### config.mk
export PLATFORM = sky130hd
export DESIGN_NAME = base32_encoder_grouped_flat
export DESIGN_NICKNAME = d
export VERILOG_FILES = /design/src/rtl/b32e_pkg.sv /design/src/rtl/b32e_byte_if.sv /design/src/rtl/b32e_char_if.sv /design/src/rtl/base32_encoder_grouped.sv /design/src/rtl/b32e_expand.sv /design/src/flat_wrapper.sv
export SDC_FILE = /design/constraint.sdc
export NUM_CORES = 1
export LEC_CHECK = 0
export ABC_CLOCK_PERIOD_IN_PS = 8650
export BUFFER_PORTS_ARGS = -buffer_cell sky130_fd_sc_hd__buf_2
export CORE_AREA = 2 2 95 97
export DETAILED_ROUTE_END_ITERATION = 7
export DIE_AREA = 0 0 97 99
export HOLD_SLACK_MARGIN = 0.12
export PLACE_DENSITY = 0.89
export RECOVER_POWER = 50
export SYNTH_ARGS = -nofsm -noshare
export SYNTH_HDL_FRONTEND = slang
export SYNTH_HIERARCHICAL = 1
export SYNTH_SLANG_ARGS = --single-unit
### constraint.sdc
create_clock -name clk -period 8.65 [get_ports clk]
set_input_delay 0.4325 -clock clk [delete_from_list [all_inputs] [get_ports clk]]
set_output_delay 0.4325 -clock clk [all_outputs]
set_load 0.02 [all_outputs]
### src/rtl/b32e_pkg.sv
`timescale 1ns / 1ps

package b32e_pkg;

  // Dash that separates groups of five symbols.
  localparam logic [6:0] DASH_CHAR = 7'h2D;
  localparam logic [2:0] GROUP_LAST = 3'd4;
  localparam logic [3:0] SYM_BITS = 4'd5;
  localparam int unsigned MAX_RESULTS = 4;

  // Encoder state carried from one byte to the next.
  typedef struct packed {
    logic [3:0] bits;
    logic [2:0] cnt;
    logic [2:0] grp;
    logic       any;
  } b32e_state_t;

  // One output character with its end marker.
  typedef struct packed {
    logic [6:0] ch;
    logic       eom;
  } b32e_entry_t;

  // All characters produced by one byte; last is the index of the final one.
  typedef struct packed {
    b32e_entry_t [MAX_RESULTS-1:0] ent;
    logic [1:0]                    last;
  } b32e_burst_t;

  // Alphabet A-Z then 2-7: letters start at 0x41, digits at 0x32 for code 26.
  function automatic logic [6:0] sym_ascii(input logic [4:0] sym);
    logic [6:0] res;
    if (sym < 5'd26) begin
      res = 7'h41 + {2'b00, sym};
    end else begin
      res = 7'h18 + {2'b00, sym};
    end
    return res;
  endfunction

endpackage

### src/rtl/b32e_byte_if.sv
`timescale 1ns / 1ps

interface b32e_byte_if;
  logic       valid;
  logic       ready;
  logic [7:0] data_byte;
  logic       is_final;

  modport source (output valid, output data_byte, output is_final, input ready);
  modport sink (input valid, input data_byte, input is_final, output ready);
endinterface

### src/rtl/b32e_char_if.sv
`timescale 1ns / 1ps

interface b32e_char_if;
  logic       valid;
  logic       ready;
  logic [6:0] out_char;
  logic       end_of_message;

  modport source (output valid, output out_char, output end_of_message, input ready);
  modport sink (input valid, input out_char, input end_of_message, output ready);
endinterface

### src/rtl/base32_encoder_grouped.sv
`timescale 1ns / 1ps
// The first character of a byte appears once the byte has passed the input and burst registers.
// A byte yields one to four characters, one per cycle on the output while out_ch.ready is high,
// and the next byte is taken while the current burst drains.
// The output burst register and its read pointer set the rate.
// Reset (synchronous, active low) clears the encoder state and both stage valids.

module base32_encoder_grouped
  import b32e_pkg::*;
(
  input  logic        clk,
  input  logic        rst_n,
  b32e_byte_if.sink   in_ch,
  b32e_char_if.source out_ch
);

  // Input register: holds the raw byte of one accepted transaction.
  logic        s1_valid_r;
  logic [7:0]  s1_byte_r;
  logic        s1_fin_r;

  // Burst register: every character produced by one byte, drained in order.
  logic        s2_valid_r;
  b32e_burst_t s2_burst_r;
  logic [1:0]  s2_ptr_r;

  // Encoder state is advanced when a byte moves from the input register
  // into the burst register, so the next byte always sees up-to-date state.
  b32e_state_t st_r;
  b32e_state_t st_nxt;
  b32e_burst_t burst_nxt;

  logic out_take;
  logic s2_done;
  logic s2_load;

  b32e_expand u_expand (
    .state_i (st_r),
    .byte_i  (s1_byte_r),
    .fin_i   (s1_fin_r),
    .burst_o (burst_nxt),
    .state_o (st_nxt)
  );

  assign out_take = s2_valid_r && out_ch.ready;
  assign s2_done  = out_take && (s2_ptr_r == s2_burst_r.last);
  // The burst register is refilled in the same cycle its last character leaves.
  assign s2_load  = s1_valid_r && (!s2_valid_r || s2_done);

  // A new byte enters whenever the input register is free or is moving on.
  assign in_ch.ready = !s1_valid_r || s2_load;

  assign out_ch.valid          = s2_valid_r;
  assign out_ch.out_char       = s2_burst_r.ent[s2_ptr_r].ch;
  assign out_ch.end_of_message = s2_burst_r.ent[s2_ptr_r].eom;

  always_ff @(posedge clk) begin
    if (!rst_n) begin
      s1_valid_r <= 1'b0;
      s2_valid_r <= 1'b0;
      s2_ptr_r   <= 2'd0;
      st_r       <= '0;
    end else begin
      if (in_ch.valid && in_ch.ready) begin
        s1_valid_r <= 1'b1;
      end else if (s2_load) begin
        s1_valid_r <= 1'b0;
      end

      if (s2_load) begin
        s2_valid_r <= 1'b1;
        s2_ptr_r   <= 2'd0;
        st_r       <= st_nxt;
      end else if (s2_done) begin
        s2_valid_r <= 1'b0;
      end else if (out_take) begin
        s2_ptr_r <= s2_ptr_r + 2'd1;
      end
    end
  end

  // Payload registers carry no reset.
  always_ff @(posedge clk) begin
    if (in_ch.valid && in_ch.ready) begin
      s1_byte_r <= in_ch.data_byte;
      s1_fin_r  <= in_ch.is_final;
    end
    if (s2_load) begin
      s2_burst_r <= burst_nxt;
    end
  end

  // The read pointer never runs past the last character of the burst.
  assert property (@(posedge clk) disable iff (!rst_n)
    s2_valid_r |-> (s2_ptr_r <= s2_burst_r.last))
    else $error("burst read pointer beyond last character");

  // The end marker only appears on the last character of a burst.
  assert property (@(posedge clk) disable iff (!rst_n)
    (s2_valid_r && s2_burst_r.ent[s2_ptr_r].eom) |-> (s2_ptr_r == s2_burst_r.last))
    else $error("end of message flagged before end of burst");

  // Loading the final byte of a message returns the encoder state to reset.
  assert property (@(posedge clk) disable iff (!rst_n)
    (s2_load && s1_fin_r) |=> (st_r == '0))
    else $error("encoder state not cleared after final byte");

  // Leftover count and group position stay within their ranges.
  assert property (@(posedge clk) disable iff (!rst_n)
    (st_r.cnt <= 3'd4) && (st_r.grp <= GROUP_LAST))
    else $error("encoder state out of range");

  // A byte waiting in the input register is held until the burst register takes it.
  assert property (@(posedge clk) disable iff (!rst_n)
    (s1_valid_r && !s2_load) |=> (s1_valid_r && $stable(s1_byte_r)))
    else $error("pending byte lost");

endmodule

### src/rtl/b32e_expand.sv
`timescale 1ns / 1ps

module b32e_expand
  import b32e_pkg::*;
(
  input  b32e_state_t state_i,
  input  logic [7:0]  byte_i,
  input  logic        fin_i,
  output b32e_burst_t burst_o,
  output b32e_state_t state_o
);

  logic [11:0] acc;
  logic [3:0]  total;
  logic        two;
  logic [2:0]  rem;
  logic        flush;
  logic [3:0]  low_bits;
  logic [8:0]  flush_wide;
  logic [4:0]  sym0;
  logic [4:0]  sym1;
  logic [4:0]  fsym;

  assign acc        = {state_i.bits, byte_i};
  assign total      = {1'b0, state_i.cnt} + 4'd8;
  assign two        = (total >= 4'd10);
  assign sym0       = 5'(acc >> (total - SYM_BITS));
  assign sym1       = 5'(acc >> (total - 4'd10));
  assign rem        = two ? 3'(total - 4'd10) : 3'(total - SYM_BITS);
  assign flush      = fin_i && (rem != 3'd0);
  assign low_bits   = acc[3:0] & 4'((5'd1 << rem) - 5'd1);
  assign flush_wide = {5'd0, low_bits} << (3'd5 - rem);
  assign fsym       = flush_wide[4:0];

  always_comb begin
    logic [4:0] syms [3];
    logic [1:0] nsym;
    logic [2:0] n;
    logic [2:0] gp;
    logic       any;
    syms[0] = sym0;
    syms[1] = two ? sym1 : fsym;
    syms[2] = fsym;
    nsym    = 2'd1 + {1'b0, two} + {1'b0, flush};
    n       = 3'd0;
    gp      = state_i.grp;
    any     = state_i.any;
    burst_o = '0;
    for (int i = 0; i < 3; i++) begin
      if (2'(i) < nsym) begin
        if (any && gp == 3'd0) begin
          burst_o.ent[n[1:0]] = '{ch: DASH_CHAR, eom: 1'b0};
          n = n + 3'd1;
        end
        burst_o.ent[n[1:0]] = '{ch: sym_ascii(syms[i]), eom: 1'b0};
        n   = n + 3'd1;
        any = 1'b1;
        gp  = (gp == GROUP_LAST) ? 3'd0 : gp + 3'd1;
      end
    end
    burst_o.last = 2'(n - 3'd1);
    if (fin_i) begin
      burst_o.ent[burst_o.last].eom = 1'b1;
      state_o = '0;
    end else begin
      state_o = '{bits: low_bits, cnt: rem, grp: gp, any: any};
    end
  end

endmodule
### src/flat_wrapper.sv
// flat-port wrapper written by rule: the top's interface ports become plain ports
module base32_encoder_grouped_flat import b32e_pkg::*;
  (clk, rst_n, in_ch_valid, in_ch_data_byte, in_ch_is_final, in_ch_ready, out_ch_valid, out_ch_out_char, out_ch_end_of_message, out_ch_ready);
  b32e_byte_if in_ch_i ();
  b32e_char_if out_ch_i ();
  input  logic clk;
  input  logic rst_n;
  input wire logic [$bits(in_ch_i.valid)-1:0] in_ch_valid;
  input wire logic [$bits(in_ch_i.data_byte)-1:0] in_ch_data_byte;
  input wire logic [$bits(in_ch_i.is_final)-1:0] in_ch_is_final;
  output wire logic [$bits(in_ch_i.ready)-1:0] in_ch_ready;
  output wire logic [$bits(out_ch_i.valid)-1:0] out_ch_valid;
  output wire logic [$bits(out_ch_i.out_char)-1:0] out_ch_out_char;
  output wire logic [$bits(out_ch_i.end_of_message)-1:0] out_ch_end_of_message;
  input wire logic [$bits(out_ch_i.ready)-1:0] out_ch_ready;
  assign in_ch_i.valid = in_ch_valid;
  assign in_ch_i.data_byte = in_ch_data_byte;
  assign in_ch_i.is_final = in_ch_is_final;
  assign in_ch_ready = in_ch_i.ready;
  assign out_ch_valid = out_ch_i.valid;
  assign out_ch_out_char = out_ch_i.out_char;
  assign out_ch_end_of_message = out_ch_i.end_of_message;
  assign out_ch_i.ready = out_ch_ready;
  base32_encoder_grouped u_core (.clk(clk), .rst_n(rst_n), .in_ch(in_ch_i), .out_ch(out_ch_i));
endmodule
==> results of run 1 <==
==> synth_stat cells (all sizes together) (5+ instances only) <==
| library cell | count |
|---|---|
| edfxtp | 43 |
| a32oi | 14 |
| nand2b | 6 |
| a21o | 8 |
| inv | 40 |
| a31oi | 8 |
| nor3 | 8 |
| nor2 | 35 |
| mux4 | 19 |
| nand2 | 83 |
| xnor2 | 16 |
| o21a | 5 |
| ha | 40 |
| a21oi | 30 |
| nor2b | 8 |
| dfxtp | 15 |
| o21ai | 30 |
| o22ai | 12 |
| buf | 8 |
| clkbuf | 18 |
| and2 | 14 |
| nand3 | 16 |
| mux2i | 25 |
| mux2 | 7 |
| a21boi | 5 |
==> per-stage QoR <==
stage | power [mW] | utilization | cell area [sq um] | worst slack, ns
final | 1.314 | 0.6462 | 5525 | 1.356
after detailed placement | 1.046 | 0.6270 | 5361 | 1.584
after CTS | 1.302 | 0.6498 | 5557 | 1.490
after global routing | 1.395 | 0.6462 | 5525 | 0.8580
after global placement | 1.022 | 0.6270 | 5361 | 1.986
after floorplan | 0.9018 | - | 5299 | 2.594
==> path summary, 6_finish.rpt <==
check / endpoint / cells after the start
setup / recovery: u_core/s2_burst_r[15]$_DFFE_PP_ / 25
hold / removal: u_core/s1_byte_r[4]$_DFFE_PP_ / 1
setup reg to reg: u_core/s2_burst_r[15]$_DFFE_PP_ / 25
hold reg to reg: u_core/st_r[2]$_SDFFE_PN0P_ / 2
==> kinds of logic (layout without fill, tap and decap cells) <==
group / Yosys count / in the layout / share of synthesized area
AOI/OAI and AO/OA: 143 / 143 / 0.2012
DFF: 58 / 58 / 0.3004
adders and majority gates: 40 / 40 / 0.09445
buffers and inverters: 67 / 80 / 0.06493
xor gates and xnor gates: 18 / 18 / 0.03117
muxes: 51 / 51 / 0.1429
and+or+nand+nor: 187 / 187 / 0.1651
==> area by class of cell <==
cell class	instances	area, sq um
Clock buffer	11	141.4
Clock inverter	5	53.80
Fill cell	697	3025
Inverter	41	153.9
Multi-Input combinational cell	439	3344
Sequential cell	58	1592
Tap cell	108	135.1
Timing Repair Buffer	23	105.1
==> per-layer routing <==
metal | global-route usage | vias to the layer above | wire length [um]
li1 | - | 2080 | -
met1 | 0.3298 | 2054 | 5144
met2 | 0.4931 | 228 | 6493
met3 | 0.04043 | 57 | 922
met4 | 0.1300 | 0 | 517
met5 | 0 | - | 0
==> sequential cells by signal, indices dropped and copies added (netlist names) <==
name,count
u_core/out_ch.valid,1
u_core/s1_byte_r,8
u_core/s1_fin_r,1
u_core/s1_valid_r,1
u_core/s2_burst_r,34
u_core/s2_ptr_r,2
u_core/st_r,11
==> where the power goes <==
| part | internal, mW | total (mW) | switching [mW] |
|---|---|---|---|
| clock | 0.140 | 0.254 | 0.114 |
| combinational | 0.256 | 0.679 | 0.423 |
| sequential | 0.357 | 0.381 | 0.0240 |
| total | 0.752 | 1.31 | 0.562 |
==> summary.txt, run 1 <==
Worst setup path
  • Critical Path Fanout Max: 18
  • CP Launch Point: u_core/st_r[5]$_SDFFE_PN0P_
  • Crit path max-delay cell type: or3_2
  • Worst R2R Setup Slack: 1.36 ns
  • CP peak stage delay: 0.56 ns
  • WS Path Type: reg -> reg
  • Worst endpoint required time: 8.70 ns
  • Crit end category: flip-flop
  • CP delay by family, top: adder cells
  • Combined buffer and inverter count along the critical path: 3
  • Critical R2R Launch: u_core/st_r[5]$_SDFFE_PN0P_
  • CP Data Arrival Time: 7.35 ns
  • Crit start category: flip-flop

Finish
  • Most frequent cells in the layout: nand2_1, edfxtp_1, inv_1, ha_1, nor2_1
  • Diode count: 0
  • Proportion of layout cells with a drive suffix above 1: 0.1352
  • Post-route insts no fill: 685
  • Commonest non-fill, non-tap cell in the layout: nand2_1
  • P&R area growth vs syn: 4.274%
  • Nets@finish: 625

STA
  • Setup_tns: 0 ns
  • Worst clock skew: 0.01321 ns
  • Final Cycle Share: 0.8432
  • Setup violators final: 0
  • Slew headroom: -0.2357
  • RSZ-0062 raised after global routing: no
  • Final hold violation count: 0
  • Worst slew pin tran: 1.854 ns
  • Final worst path period need: 7.294 ns
  • Hold Slack: 0.2678 ns
  • Fin. max-slew vios: 14
  • Fmax: 137.1 MHz

Detailed routing
  • First-pass detailed-route iteration total: 5
  • First-iteration detailed-routing DRC count: 325
  • DRC: 0
  • DR vias: 4419
  • WL final: 13080 um
  • Via-to-Cell Ratio: 6.451
  • Wire per inst: 19.09 um
  • Antenna Nets Post-Route: 0

Place
  • Gpl congestion: 1.013
  • Cells after DPL: 669
  • Port buffer count: 22
  • Post-DP HPWL: 9716 um

Logic synthesis
  • Main synth FF type: edfxtp_1
  • Top-area cell type share of the netlist area: 0.2437
  • Asr flop ratio synth: 0
  • Synthesized instance count: 564
  • Dominant cell type by area after synthesis: edfxtp_1
  • Syn_nets: 617
  • Synth top area cells: edfxtp_1, ha_1, mux4_2
  • Register area share after synthesis: 0.3004
  • Synth warnings: 6
  • #FFs+latches synth: 58
  • Number of distinct library cells after synthesis: 76
  • Mapped Avg Cell Area: 9.395 sq um
  • Post-synth EDFFs: 43
  • Synthesized area: 5299 sq um

Floorplanning
  • Starting Density: 0.6197
  • Vert. Die Dim: 99 um
  • Die area: 9603 sq um
  • I/O pins: 23
  • Die W: 97 um
  • Rows: 34
  • Core area: 8551 sq um

Worst hold path
  • Min-delay src: in_ch_data_byte[4]
  • Worst hold path type: in -> reg

Clock network
  • Clock-pin slew of the registers on the worst-case setup and hold paths: 0.07 ns
  • Post-CTS sizing: 0
  • CTS H-Tree Depth: 3
  • CTS Sinks: 58
  • Clock root buffer: clkbuf_8
  • CTS Hold Bufs: 0
  • Num CTS Buffers: 9
  • TritonCTS clock tree: built
  • Maximum clock path buffer count: 2
  • Clk_lat worst skew: 0.34 ns
  • Post-CTS setup buffers: 0

GRT
  • Overall Global Routing Usage: 0.2765
  • Total overflow reported by the global router: 0
  • Largest net degree at the start of global routing: 35
  • Global-route wire length before repair: 21320 um
  • Initial antenna violation count: 0
  • Vias in the first global route: 4295

Status
  • Failing checks: slew limit
  • Outcome: finished with violations

Power and ir drop
  • PD cells: 237.8 nW/um^2
  • VDD IR max: 121.9 uV
  • P_leak: 2.230 nW

Run
  • Max-Cap Viols: 0
Power figures use the tool's default switching activity.
==> run 2, diff against run 1 <==
ABC_AREA = 1   (was unset)
ABC_CLOCK_PERIOD_IN_PS = 5900   (was 8650)
CORE_AREA = 2 2 101 103   (was 2 2 95 97)
DIE_AREA = 0 0 103 105   (was 0 0 97 99)
PLACE_DENSITY = 0.85   (was 0.89)
clock period = 5.9 ns   (was 8.65 ns; I/O delays follow)
==> summary.txt, run 2 <==
Status
  • Outcome: finished with violations (unchanged)
  • Failing checks: capacitance limit, slew limit (was slew limit)

Worst setup path
  • WS Path Type: reg -> reg (unchanged)
  • Critical Path Fanout Max: 12 (was 18)
  • Crit end category: flip-flop (unchanged)
  • Crit path max-delay cell type: dfxtp_4 (was or3_2)
  • CP Data Arrival Time: 5.40 ns (was 7.35 ns)
  • Cell repeated most along the worst path: inv_1
  • Worst r2r path cells: 32 (was 25)
  • Crit start category: flip-flop (unchanged)
  • Reg2reg end: u_core/s2_burst_r[26]$_DFFE_PP_ (was u_core/s2_burst_r[15]$_DFFE_PP_)
  • Worst endpoint required time: 6.01 ns (was 8.70 ns)
  • Critical R2R Launch: u_core/st_r[5]$_SDFFE_PN0P_ (unchanged)
  • Worst R2R Setup Slack: 0.61 ns (was 1.36 ns)
  • CP peak stage delay: 0.39 ns (was 0.56 ns)

Detailed routing
  • Via-to-Cell Ratio: 5.584 (was 6.451)
  • First-iteration detailed-routing DRC count: 313 (was 325)
  • WL final: 12820 um (was 13080 um)
  • DRC: 0 (unchanged)
  • Wire per inst: 13.83 um (was 19.09 um)
  • First-pass detailed-route iteration total: 7 (was 5)
  • Antenna Nets Post-Route: 0 (unchanged)
  • DR vias: 5176 (was 4419)

Logic synthesis
  • Main synth FF type: edfxtp_1 (unchanged)
  • Synth top area cells: edfxtp_1, nand2_1, ha_1 (was edfxtp_1, ha_1, mux4_2)
  • Top-area cell type share of the netlist area: 0.2392 (was 0.2437)
  • Dominant cell type by area after synthesis: edfxtp_1 (unchanged)
  • Mapped Avg Cell Area: 7.067 sq um (was 9.395 sq um)
  • Post-synth top cells: nand2_1, inv_1, nor2_1 (was nand2_1, edfxtp_1, ha_1)
  • Synthesized instance count: 764 (was 564)
  • Register area share after synthesis: 0.2948 (was 0.3004)
  • #FFs+latches synth: 58 (unchanged)
  • Number of distinct library cells after synthesis: 48 (was 76)
  • Syn_nets: 817 (was 617)
  • Post-synth EDFFs: 43 (unchanged)
  • Asr flop ratio synth: 0 (unchanged)
  • Synthesized area: 5399 sq um (was 5299 sq um)
  • Most common cell in the synthesized netlist: nand2_1 (unchanged)
  • Synth warnings: 6 (unchanged)

Floorplanning
  • Vert. Die Dim: 105 um (was 99 um)
  • Starting Density: 0.5601 (was 0.6197)
  • I/O pins: 23 (unchanged)
  • Die area: 10820 sq um (was 9603 sq um)
  • Die W: 103 um (was 97 um)
  • Core area: 9639 sq um (was 8551 sq um)
  • Rows: 36 (was 34)

STA
  • Final Cycle Share: 0.8972 (was 0.8432)
  • Worst clock skew: 0.007238 ns (was 0.01321 ns)
  • Setup violators final: 0 (unchanged)
  • Fin. max-slew vios: 35 (was 14)
  • RSZ-0062 raised after global routing: no (unchanged)
  • Setup_tns: 0 ns (unchanged)
  • Worst slew pin tran: 1.681 ns (was 1.854 ns)
  • Slew headroom: -0.1208 (was -0.2357)
  • Fmax: 188.9 MHz (was 137.1 MHz)
  • Setup WS post-layout: 0.6068 ns (was 1.356 ns)
  • Final worst path period need: 5.293 ns (was 7.294 ns)
  • Final hold violation count: 0 (unchanged)
  • Hold Slack: 0.1909 ns (was 0.2678 ns)

GRT
  • Total overflow reported by the global router: 0 (unchanged)
  • Overall Global Routing Usage: 0.2431 (was 0.2765)
  • Met1 Track Usage GR: 0.3100 (was 0.3298)
  • Met3 Track Usage GR: 0.03612 (was 0.04043)
  • Initial antenna violation count: 0 (unchanged)
  • Met2 GRT Util: 0.4012 (was 0.4931)
  • Most Used Layer, Global Route: met2 (unchanged)
  • Largest net degree at the start of global routing: 35 (unchanged)
  • Vias in the first global route: 4629 (was 4295)
  • Global-route wire length before repair: 21020 um (was 21320 um)

Finish
  • Util after Layout: 0.6066 (was 0.6462)
  • Top flop regs: u_core/s2_burst_r: 34 flops, u_core/st_r: 11 flops, u_core/s1_byte_r: 8 flops (unchanged)
  • Commonest non-fill, non-tap cell in the layout: nand2_1 (unchanged)
  • Post-route insts no fill: 927 (was 685)
  • P&R area growth vs syn: 8.297% (was 4.274%)
  • Nets@finish: 842 (was 625)
  • Post-route cell area: 5847 sq um (was 5525 sq um)
  • Top reg by flops: u_core/s2_burst_r (unchanged)
  • Area of the multi-input gates: 3168 sq um (was 3344 sq um)
  • Diode count: 0 (unchanged)
  • Proportion of layout cells with a drive suffix above 1: 0.1146 (was 0.1352)
  • Max FFs per register: 34 (unchanged)
  • Most frequent cells in the layout: nand2_1, inv_1, nor2_1 (was nand2_1, edfxtp_1, inv_1, ha_1, nor2_1)
  • Flip-flop and latch area: 1597 sq um (was 1592 sq um)
  • Filler cell count: 910 (was 697)

Power and ir drop
  • Total power: 1.994 mW (was 1.314 mW)
  • VDD IR max: 179.8 uV (was 121.9 uV)
  • PD cells: 341.1 nW/um^2 (was 237.8 nW/um^2)
  • P_leak: 2.787 nW (was 2.230 nW)

Clock network
  • CTS Sinks: 58 (unchanged)
  • Clk_lat worst skew: 0.35 ns (was 0.34 ns)
  • Clock root buffer: clkbuf_8 (unchanged)
  • Clock-pin slew of the registers on the worst-case setup and hold paths: 0.07 ns (about the same)
  • Num CTS Buffers: 9 (unchanged)
  • CTS H-Tree Depth: 3 (unchanged)
  • TritonCTS clock tree: built (unchanged)
  • Maximum clock path buffer count: 2 (unchanged)

Run
  • Max-Cap Viols: 1 (was 0)

Place
  • Port buffer count: 22 (unchanged)
  • Placed cell area: 5569 sq um (was 5361 sq um)
  • Gpl congestion: 0.9731 (was 1.013)
  • Post-Place Setup Slack: 0.4616 ns (was 1.584 ns)
  • Post-DP HPWL: 9764 um (was 9716 um)
  • Cells after DPL: 902 (was 669)

Worst hold path
  • Min-delay src: in_ch_valid (was in_ch_data_byte[4])
  • Hold Path End: u_core/s1_valid_r$_SDFFE_PN0P_ (was u_core/s1_byte_r[4]$_DFFE_PP_)
  • Worst hold path type: in -> reg (unchanged)
  • Hold Path Cell Cnt: 3 (was 1)
[run 2: timing repair]
action                                  in CTS  in global routing
setup buffers                                0                  0
hold buffers                                 9                  0
resized for setup                            0                  9
endpoints found under the setup margin       0                 18
endpoints found under the hold margin        9                  0
[run 2: final cells by class]
class,count,area share
clock inverters,5,0.008560
inverters,128,0.08260
repair buffers,37,0.03938
multi-input cells,555,0.5418
clock buffers,11,0.02611
flip-flops and latches,58,0.2731
well taps,133,0.02846
[run 2: metal layers]
layer | share of wire | up-vias | wire (um)
met5 | 0 | - | 0
met4 | 0.035 | 0 | 455
met3 | 0.066 | 36 | 846
met2 | 0.48 | 191 | 6179
met1 | 0.42 | 2372 | 5336
li1 | - | 2577 | -
[run 2: kinds of logic (layout without fill, tap and decap cells)]
kind of cell | Yosys count | count (layout) | share of synthesized area
XOR/XNOR | 9 | 9 | 0.01599
AND/OR/NAND/NOR | 340 | 340 | 0.2885
buffers and inverters | 151 | 181 | 0.1170
adder cells (fa/ha/maj) | 40 | 40 | 0.09270
flip-flops | 58 | 58 | 0.2948
AO/OA/AOI/OAI | 166 | 166 | 0.1910
[run 2: critical path: cells and delay by family (launching register included)]
kind	cells	cell delay (ns)
AO/OA/AOI/OAI	5	1.09
adder cells (fa/ha/maj)	7	1.82
buffers and inverters	10	0.80
flip-flops	1	0.39
AND/OR/NAND/NOR	10	0.94
[run 2: power breakdown]
part	leakage [nW]	internal, mW	switching, mW
sequential	0.535	0.529	0.0320
clock	0.106	0.218	0.165
combinational	2.15	0.345	0.705
total	2.79	1.09	0.902
[run 2: how the worst max path moves through the flow]
stage,from,to,slack [ns],depth (start not counted)
after floorplan,u_core/st_r[5]$_SDFFE_PN0P_,u_core/s2_burst_r[26]$_DFFE_PP_,0.69,33
after global placement,u_core/st_r[6]$_SDFFE_PN0P_,u_core/s2_burst_r[26]$_DFFE_PP_,0.71,30
after detailed placement,u_core/st_r[6]$_SDFFE_PN0P_,u_core/s2_burst_r[26]$_DFFE_PP_,0.46,30
after CTS,u_core/st_r[6]$_SDFFE_PN0P_,u_core/s2_burst_r[26]$_DFFE_PP_,0.45,30
after global routing,u_core/st_r[5]$_SDFFE_PN0P_,u_core/s2_burst_r[15]$_DFFE_PP_,0.05,32
final,u_core/st_r[5]$_SDFFE_PN0P_,u_core/s2_burst_r[26]$_DFFE_PP_,0.61,32
